File: src/design/iirdf_pkg.sv
// Shared types, constants and coefficient tables for the order-6 DF2T IIR filter.
package iirdf_pkg;

    localparam int TAPS_DEF  = 7;
    localparam int TAPS_MAX  = 16;
    localparam int PHASE_W   = $clog2(TAPS_MAX);
    localparam int SAMPLE_W  = 64;
    localparam int ACC_W     = 96;
    localparam int COEF_W    = 32;
    localparam int CHUNK_W   = 32;
    localparam int OPND_W    = CHUNK_W + 1;
    localparam int PROD_W    = COEF_W + OPND_W;
    localparam int SHIFT_OUT = 25;
    localparam int KEEP_W    = 8;

    typedef enum logic [2:0] {
        SEL_X0 = 3'd0,
        SEL_X1 = 3'd1,
        SEL_Y0 = 3'd2,
        SEL_Y1 = 3'd3,
        SEL_Y2 = 3'd4
    } opnd_sel_t;

    typedef struct packed {
        logic                 valid;
        logic                 first;
        logic                 last;
        opnd_sel_t            sel;
        logic [PHASE_W-1:0]   phase;
    } mac_op_t;

    function automatic logic signed [COEF_W-1:0] coef_b(input logic [PHASE_W-1:0] idx);
        logic signed [COEF_W-1:0] c;
        case (idx)
            4'd0:    c = 32'sd17;
            4'd1:    c = 32'sd100;
            4'd2:    c = 32'sd249;
            4'd3:    c = 32'sd332;
            4'd4:    c = 32'sd249;
            4'd5:    c = 32'sd100;
            4'd6:    c = 32'sd17;
            default: c = '0;
        endcase
        return c;
    endfunction

    function automatic logic signed [COEF_W-1:0] coef_a(input logic [PHASE_W-1:0] idx);
        logic signed [COEF_W-1:0] c;
        case (idx)
            4'd0:    c = 32'sd33554432;
            4'd1:    c = -32'sd176896233;
            4'd2:    c = 32'sd389900074;
            4'd3:    c = -32'sd459786179;
            4'd4:    c = 32'sd305884427;
            4'd5:    c = -32'sd108831111;
            4'd6:    c = 32'sd16175653;
            default: c = '0;
        endcase
        return c;
    endfunction

endpackage

File: src/design/iirdf_seq.sv
// Sequencer that issues one multiply-accumulate operation per cycle for each sample.
module iirdf_seq
    import iirdf_pkg::*;
#(
    parameter int TAPS = TAPS_DEF
)
(
    input  logic    clk,
    input  logic    rst_n,
    input  logic    start,
    input  logic    slot_free,
    output mac_op_t op,
    output logic    busy,
    output logic    load_out
);

    localparam logic [PHASE_W-1:0] LAST_PHASE = PHASE_W'(TAPS - 1);

    typedef enum logic [3:0] {
        ST_IDLE  = 4'b0001,
        ST_RUN   = 4'b0010,
        ST_FLUSH = 4'b0100,
        ST_HOLD  = 4'b1000
    } state_t;

    state_t             state_reg, state_next;
    logic [PHASE_W-1:0] phase_reg, phase_next;
    opnd_sel_t          sel_reg, sel_next;
    logic               end_of_phase;

    assign end_of_phase = (phase_reg == '0) ? (sel_reg == SEL_X1) : (sel_reg == SEL_Y2);

    always_comb
    begin
        op.valid = (state_reg == ST_RUN);
        op.first = (sel_reg == SEL_X0);
        op.last  = end_of_phase;
        op.sel   = sel_reg;
        op.phase = phase_reg;
    end

    assign busy = (state_reg != ST_IDLE);

    always_comb
    begin
        state_next = state_reg;
        phase_next = phase_reg;
        sel_next   = sel_reg;
        load_out   = 1'b0;
        unique case (state_reg)
            ST_IDLE:
            begin
                if (start)
                begin
                    state_next = ST_RUN;
                    phase_next = '0;
                    sel_next   = SEL_X0;
                end
            end
            ST_RUN:
            begin
                if (end_of_phase)
                begin
                    sel_next = SEL_X0;
                    if (phase_reg == LAST_PHASE)
                        state_next = ST_FLUSH;
                    else
                        phase_next = phase_reg + 1'b1;
                end
                else
                begin
                    unique case (sel_reg)
                        SEL_X0:  sel_next = SEL_X1;
                        SEL_X1:  sel_next = SEL_Y0;
                        SEL_Y0:  sel_next = SEL_Y1;
                        SEL_Y1:  sel_next = SEL_Y2;
                        default: sel_next = SEL_X0;
                    endcase
                end
            end
            ST_FLUSH, ST_HOLD:
            begin
                if (slot_free)
                begin
                    load_out   = 1'b1;
                    state_next = ST_IDLE;
                end
                else
                begin
                    state_next = ST_HOLD;
                end
            end
            default:
            begin
                state_next = ST_IDLE;
            end
        endcase
    end

    always_ff @(posedge clk or negedge rst_n)
    begin
        if (!rst_n)
        begin
            state_reg <= ST_IDLE;
            phase_reg <= '0;
            sel_reg   <= SEL_X0;
        end
        else
        begin
            state_reg <= state_next;
            phase_reg <= phase_next;
            sel_reg   <= sel_next;
        end
    end

endmodule

File: src/design/iirdf_mac.sv
// Shared multiplier, 96-bit accumulator, output register and delay line.
module iirdf_mac
    import iirdf_pkg::*;
#(
    parameter int TAPS = TAPS_DEF
)
(
    input  logic                clk,
    input  logic                rst_n,
    input  mac_op_t             op,
    input  logic [SAMPLE_W-1:0] x,
    output logic [ACC_W-1:0]    y
);

    localparam int NDELAY = TAPS - 1;
    localparam int DIDX_W = (NDELAY > 1) ? $clog2(NDELAY) : 1;
    localparam logic [PHASE_W-1:0] NDLY = PHASE_W'(NDELAY);

    logic signed [COEF_W-1:0] coef_sel;
    logic signed [OPND_W-1:0] opnd_sel;
    logic signed [PROD_W-1:0] prod_reg;
    mac_op_t                  op_reg;
    logic [ACC_W-1:0]         acc_reg, acc_next;
    logic [ACC_W-1:0]         y_reg;
    logic [ACC_W-1:0]         dly_reg [NDELAY];
    logic [ACC_W-1:0]         term_ext, term, init, base;
    logic                     neg;
    logic [PHASE_W-1:0]       rd_full, wr_full;

    always_comb
    begin
        unique case (op.sel)
            SEL_X0:  opnd_sel = {1'b0, x[CHUNK_W-1:0]};
            SEL_X1:  opnd_sel = {x[SAMPLE_W-1], x[SAMPLE_W-1:CHUNK_W]};
            SEL_Y0:  opnd_sel = {1'b0, y_reg[CHUNK_W-1:0]};
            SEL_Y1:  opnd_sel = {1'b0, y_reg[2*CHUNK_W-1:CHUNK_W]};
            SEL_Y2:  opnd_sel = {1'b0, y_reg[ACC_W-1:2*CHUNK_W]};
            default: opnd_sel = '0;
        endcase
        coef_sel = (op.sel == SEL_X0 || op.sel == SEL_X1) ? coef_b(op.phase)
                                                          : coef_a(op.phase);
    end

    always_ff @(posedge clk)
    begin
        prod_reg <= coef_sel * opnd_sel;
    end

    always_ff @(posedge clk or negedge rst_n)
    begin
        if (!rst_n)
            op_reg <= '0;
        else
            op_reg <= op;
    end

    always_comb
    begin
        term_ext = {{(ACC_W-PROD_W){prod_reg[PROD_W-1]}}, prod_reg};
        neg      = 1'b1;
        unique case (op_reg.sel)
            SEL_X0:  begin term = term_ext;                neg = 1'b0; end
            SEL_X1:  begin term = term_ext << CHUNK_W;     neg = 1'b0; end
            SEL_Y0:  term = term_ext;
            SEL_Y1:  term = term_ext << CHUNK_W;
            SEL_Y2:  term = term_ext << (2 * CHUNK_W);
            default: begin term = '0;                      neg = 1'b0; end
        endcase

        rd_full = (op_reg.phase == '0) ? (NDLY - 1'b1) : (NDLY - 1'b1 - op_reg.phase);
        wr_full = NDLY - op_reg.phase;
        if (op_reg.phase == '0 || op_reg.phase < NDLY)
            init = dly_reg[rd_full[DIDX_W-1:0]];
        else
            init = '0;

        base     = op_reg.first ? init : acc_reg;
        acc_next = base + (neg ? ~term : term) + {{(ACC_W-1){1'b0}}, neg};
    end

    always_ff @(posedge clk or negedge rst_n)
    begin
        if (!rst_n)
        begin
            acc_reg <= '0;
            y_reg   <= '0;
            for (int i = 0; i < NDELAY; i++)
                dly_reg[i] <= '0;
        end
        else if (op_reg.valid)
        begin
            acc_reg <= acc_next;
            if (op_reg.last)
            begin
                if (op_reg.phase == '0)
                    y_reg <= acc_next;
                else
                    dly_reg[wr_full[DIDX_W-1:0]] <= acc_next;
            end
        end
    end

    assign y = y_reg;

endmodule

File: src/design/iir_df2t_order6_filter_core.sv
// Top level of the order-6 transposed direct form II IIR filter.
// A new sample is stalled until the previous result is loaded; one multiplier is shared by all operations.
// A finished result waits in the output register while the next sample is taken.
// Reset clears the delay line, the sequencer and the result valid flag.
module iir_df2t_order6_filter_core
    import iirdf_pkg::*;
#(
    parameter int TAPS = TAPS_DEF
)
(
    input  logic                       clk,
    input  logic                       rst_n,
    input  logic                       sample_valid,
    output logic                       sample_stall,
    input  logic signed [SAMPLE_W-1:0] sample,
    input  logic [KEEP_W-1:0]          byte_keep,
    input  logic [KEEP_W-1:0]          byte_strobe,
    input  logic                       side_user,
    input  logic                       side_id,
    input  logic                       side_dest,
    input  logic                       end_of_packet,
    output logic                       filtered_valid,
    input  logic                       filtered_stall,
    output logic signed [SAMPLE_W-1:0] filtered,
    output logic [KEEP_W-1:0]          out_keep,
    output logic [KEEP_W-1:0]          out_strobe,
    output logic                       out_user,
    output logic                       out_id,
    output logic                       out_dest,
    output logic                       out_last
);

    logic                start;
    logic                busy;
    logic                load_out;
    logic                slot_free;
    mac_op_t             op;
    logic [ACC_W-1:0]    y;
    logic [SAMPLE_W-1:0] x_reg;
    logic [KEEP_W-1:0]   keep_reg, strobe_reg;
    logic                user_reg, id_reg, dest_reg, last_reg;
    logic                out_valid_reg;

    assign sample_stall = busy;
    assign start        = sample_valid && !busy;
    assign slot_free    = !out_valid_reg || !filtered_stall;

    always_ff @(posedge clk)
    begin
        if (start)
        begin
            x_reg      <= sample;
            keep_reg   <= byte_keep;
            strobe_reg <= byte_strobe;
            user_reg   <= side_user;
            id_reg     <= side_id;
            dest_reg   <= side_dest;
            last_reg   <= end_of_packet;
        end
    end

    iirdf_seq #(.TAPS(TAPS)) u_seq
    (
        .clk       (clk),
        .rst_n     (rst_n),
        .start     (start),
        .slot_free (slot_free),
        .op        (op),
        .busy      (busy),
        .load_out  (load_out)
    );

    iirdf_mac #(.TAPS(TAPS)) u_mac
    (
        .clk   (clk),
        .rst_n (rst_n),
        .op    (op),
        .x     (x_reg),
        .y     (y)
    );

    always_ff @(posedge clk or negedge rst_n)
    begin
        if (!rst_n)
            out_valid_reg <= 1'b0;
        else if (load_out)
            out_valid_reg <= 1'b1;
        else if (!filtered_stall)
            out_valid_reg <= 1'b0;
    end

    always_ff @(posedge clk)
    begin
        if (load_out)
        begin
            filtered   <= y[SHIFT_OUT+SAMPLE_W-1:SHIFT_OUT];
            out_keep   <= keep_reg;
            out_strobe <= strobe_reg;
            out_user   <= user_reg;
            out_id     <= id_reg;
            out_dest   <= dest_reg;
            out_last   <= last_reg;
        end
    end

    assign filtered_valid = out_valid_reg;

    assert property (@(posedge clk) disable iff (!rst_n)
        sample_valid && !sample_stall |=> sample_stall)
    else $error("sample transfer did not start the sequencer");

    assert property (@(posedge clk) disable iff (!rst_n)
        load_out |-> slot_free)
    else $error("result loaded over an unread result");

    assert property (@(posedge clk) disable iff (!rst_n)
        $rose(filtered_valid) |-> $past(sample_stall))
    else $error("result appeared without a sample in progress");

    assert property (@(posedge clk) disable iff (!rst_n)
        op.valid |-> busy)
    else $error("operation issued while idle");

endmodule

File: config.mk
export PLATFORM = sky130hd
export DESIGN_NAME = iir_df2t_order6_filter_core
export DESIGN_NICKNAME = d
export VERILOG_FILES = /design/src/design/iirdf_pkg.sv /design/src/design/iirdf_seq.sv /design/src/design/iirdf_mac.sv /design/src/design/iir_df2t_order6_filter_core.sv
export SDC_FILE = /design/constraint.sdc
export NUM_CORES = 2
export LEC_CHECK = 0
export ABC_CLOCK_PERIOD_IN_PS = 12320
export BUFFER_PORTS_ARGS = -buffer_cell sky130_fd_sc_hd__buf_2
export CAP_MARGIN = 20
export CORE_ASPECT_RATIO = 1.2
export CORE_MARGIN = 1.5
export CORE_UTILIZATION = 65
export DETAILED_ROUTE_END_ITERATION = 6
export HOLD_SLACK_MARGIN = 0.15
export PLACE_DENSITY = 0.82
export SLEW_MARGIN = 40
export SYNTH_ARGS = -nofsm -noshare
export SYNTH_HDL_FRONTEND = slang
export SYNTH_HIERARCHICAL = 1
export SYNTH_SLANG_ARGS = --single-unit
File: constraint.sdc
create_clock -name clk -period 12.32 [get_ports clk]
set_clock_uncertainty 0.1 [all_clocks]
set_input_delay 1.232 -clock clk [delete_from_list [all_inputs] [get_ports clk]]
set_output_delay 1.232 -clock clk [all_outputs]
set_load 0.02 [all_outputs]
==> summary.md <==
| Metric | Value |
|---|---|
| Crit. Startpoint | u_seq/sel_reg[2] |
| Synth Flop Type | dfrtp_1 |
| Chip Height | between 400 and 500 um |
| Fillers | 9,935 |
| Final min period | around 11 ns |
| H-tree levels | 3 |
| Synthesized flop and latch total | roughly 1,000 |
| 1st-iter DRT viols | between 9,000 and 10,000 |
| Final core utilization | 0.7068 |
| Largest net degree at the start of global routing | 150 |
| Data arrival, critical path | roughly 12 ns |
| RSZ-0062 raised after global routing | no |
| Worst Setup EP | u_mac/prod_reg[62] |
| Root Driver | clkbuf_16 |
| Area growth, synth to finish | 7.475% |
| Antenna violations before repair | 34 |
| Worst EP required | approximately 13 ns |
| Final nets | about 11,000 |
| CTS max path bufs | 3 |
| Endpoints failing setup | 0 |
| # Max-Cap Violations | 0 |
| Top-area cell type share of the netlist area | 0.2535 |
| Slew @ Worst Pin | between 0.9 and 1 ns |
| Cts repair resizes | 0 |
| R2r worst-path depth | 27 |
| Max-slew headroom | 0.3336 |
| Die ar. | ~140,000 um2 |
| Count of unique library cells instantiated by Yosys | 96 |
| Number of synthesized flops with an enable pin | roughly 170 |
| Worst Setup Start Kind | register |
| Vias in the first global route | 76,590 |
| Synth top area cells | fa_1, dfrtp_1, nand2_1 |
| Multi-input logic area | between 50,000 and 60,000 um2 |
| CTS Hold Bufs | 0 |
| Area leader, netlist | fa_1 |
| Worst-path fanout max | between 40 and 50 |
| Num rows | roughly 150 |
| Iteration count of the initial detailed-routing pass | 7 |
| Pins Over Slew Limit | 0 |
| Count leader, synth | nand2_1 |
| GRT Util Overall | 0.5190 |
| Failing checks | design-rule violations |
| CTS tree | built |
| Port bufs | between 150 and 200 |
| Post-synth ARST share | 0.7722 |
| Mapped Avg Cell Area | 8.980 um2 |
| Final period utilization | 0.9035 |
| Worst setup path class | reg2reg |
| Share of cells above drive strength 1 | 0.07783 |
| Grt ovf | 0 |
| Clk sinks | just over 1,000 |
| R2R Path Start | u_seq/sel_reg[2] |
| Status | finished, violations left |
| Die X-Extent | between 300 and 400 um |
| Global-route wire length before repair | ~500,000 um |
| Synth Warn # | 6 |
| CTS Buf Count | a little under 90 |
| Core footprint | 132,400 um2 |
| R2r setup slk | about 1.2 ns |
| Max reg flops | around 580 |
| # IOs | between 150 and 200 |
| Reg clk slew, reported paths | roughly 0.060 ns |
| Hold Fails Final Rpt | 0 |
| DP HPWL | 259,000 um |
| Postcts setup bufs | 0 |
| Worst-Skew Late Latency | about 0.73 ns |
| Vias per cell | around 6.6 |
| Synth cell count leaders | nand2_1, inv_1, fa_1 |
| Gpl congestion | 1.106 |
| Sequential cell area | approximately 26,000 um2 |
| Achievable frequency | 89.84 MHz |
| DRT antenna net count | 0 |
| Vias post-DR | roughly 76,000 |
| HP Class | in2async |
| WL final | between 300,000 and 400,000 um |
| RR Endpoint | u_mac/prod_reg[62] |
| Gate Count Post-Synth | 9,699 |
| Seq/Total Area, Yosys | 0.2999 |
| TNS Setup | 0 ns |
| Initial Util | 0.6576 |
| Synth Cell Area | 87,090 um2 |
| # DRC | 36 |
| Post-DR wirelength/cell | approximately 30 um |
| CP Capture Type | register |
==> per-stage QoR <==
stage	cell area [um2]	hold slack, ns	setup slack [ns]	std cells
2_1_floorplan	87240	0.2704	1.440	9738
3_3_place_gp	89760	0.3005	1.665	11270
3_5_place_dp	90420	0.3045	1.516	11280
4_1_cts	93370	0.3080	1.442	11450
5_1_grt	93580	0.3263	0.8082	11460
6_report	93600	0.3121	1.189	11470
==> worst max-delay path, cell delays in order, from the launching register on <==
cell,delay [ns]
dfrtp_1,0.70
nor2_1,0.34
nor2_2,0.51
and2_1,0.42
buf_4,0.67
nand2_1,0.29
fa_1,0.61
fa_1,0.58
inv_1,0.06
fa_1,0.50
inv_1,0.05
fa_1,0.41
inv_1,0.38
fa_1,0.52
fa_1,0.49
fa_1,0.52
inv_1,0.07
fa_1,0.47
inv_1,0.05
ha_1,0.44
nand4_1,0.24
a2111oi_0,0.32
o21ai_1,0.23
o31ai_1,0.53
a211oi_1,0.26
o41ai_1,0.67
a41oi_1,0.23
o311ai_0,0.30
==> placed cells by master (no fill, tap or decap), drive strengths merged, types with 21 or more instances in the layout <==
cell type  Yosys  final
conb           2     41
nand2       2134   2134
nand3        241    241
o21ai        766    766
clkinv         2     23
nor2b         25     25
nor3          52     52
buf           55    374
o21bai        30     30
xnor2         98     98
o21a          27     27
a21o         127    127
a221oi        40     40
mux2          83     83
a221o         34     34
dfrtp        789    789
clkbuf       546    126
a31oi         39     39
dfxtp         65     65
o31ai         57     57
nand2b        32     32
o211ai        23     23
and3          21     21
a21boi        41     41
inv         1183   1191
nor2         576    576
a21oi        333    333
edfxtp       168    168
o22ai         73     73
xor2         105    105
and2          34     34
ha           289    289
fa          1103   1103
nand4        137    137
mux2i        187    187
==> final cells by class <==
class,instances,share of cell area
clock inverters,38,0.004344
well taps,1776,0.02374
repair buffers,375,0.02917
multi-input cells,6929,0.5884
diodes,16,0.0004278
clock buffers,125,0.02708
flip-flops and latches,1023,0.2793
inverters,1185,0.04753
==> metal layers <==
| metal | GRT usage | routed length [um] |
|---|---|---|
| met5 | 0.003606 | 174 |
| met3 | 0.1547 | 44250 |
| met2 | 0.7698 | 150300 |
| met4 | 0.5055 | 43810 |
| met1 | 0.5933 | 108800 |
==> how the worst min path moves through the flow <==
stage                              end  cells after the start              from  slack [ns]
finish              u_mac/dly_reg[328]                      1             rst_n        0.31
detailed placement         out_keep[7]                      0       keep_reg[7]        0.30
global route         u_mac/dly_reg[40]                      1             rst_n        0.33
global placement         out_strobe[6]                      0     strobe_reg[6]        0.30
CTS                 u_mac/dly_reg[135]                      1             rst_n        0.31
floorplan              u_mac/op_reg[4]                      0  u_seq/sel_reg[0]        0.27
==> cells by family after synthesis <==
family	after synthesis	share of synthesized area
AO/OA/AOI/OAI	1696	0.1167
XOR/XNOR	203	0.02050
adder cells (fa/ha/maj)	1393	0.2952
buffers and inverters	1786	0.07715
flip-flops	1023	0.2999
multiplexers	271	0.03248
other	2	0.00008623
AND/OR/NAND/NOR	3325	0.1580
Power is left out: the tool's default activity adds up to more than one toggle a clock period on the data nets, which glitch-free logic cannot reach.
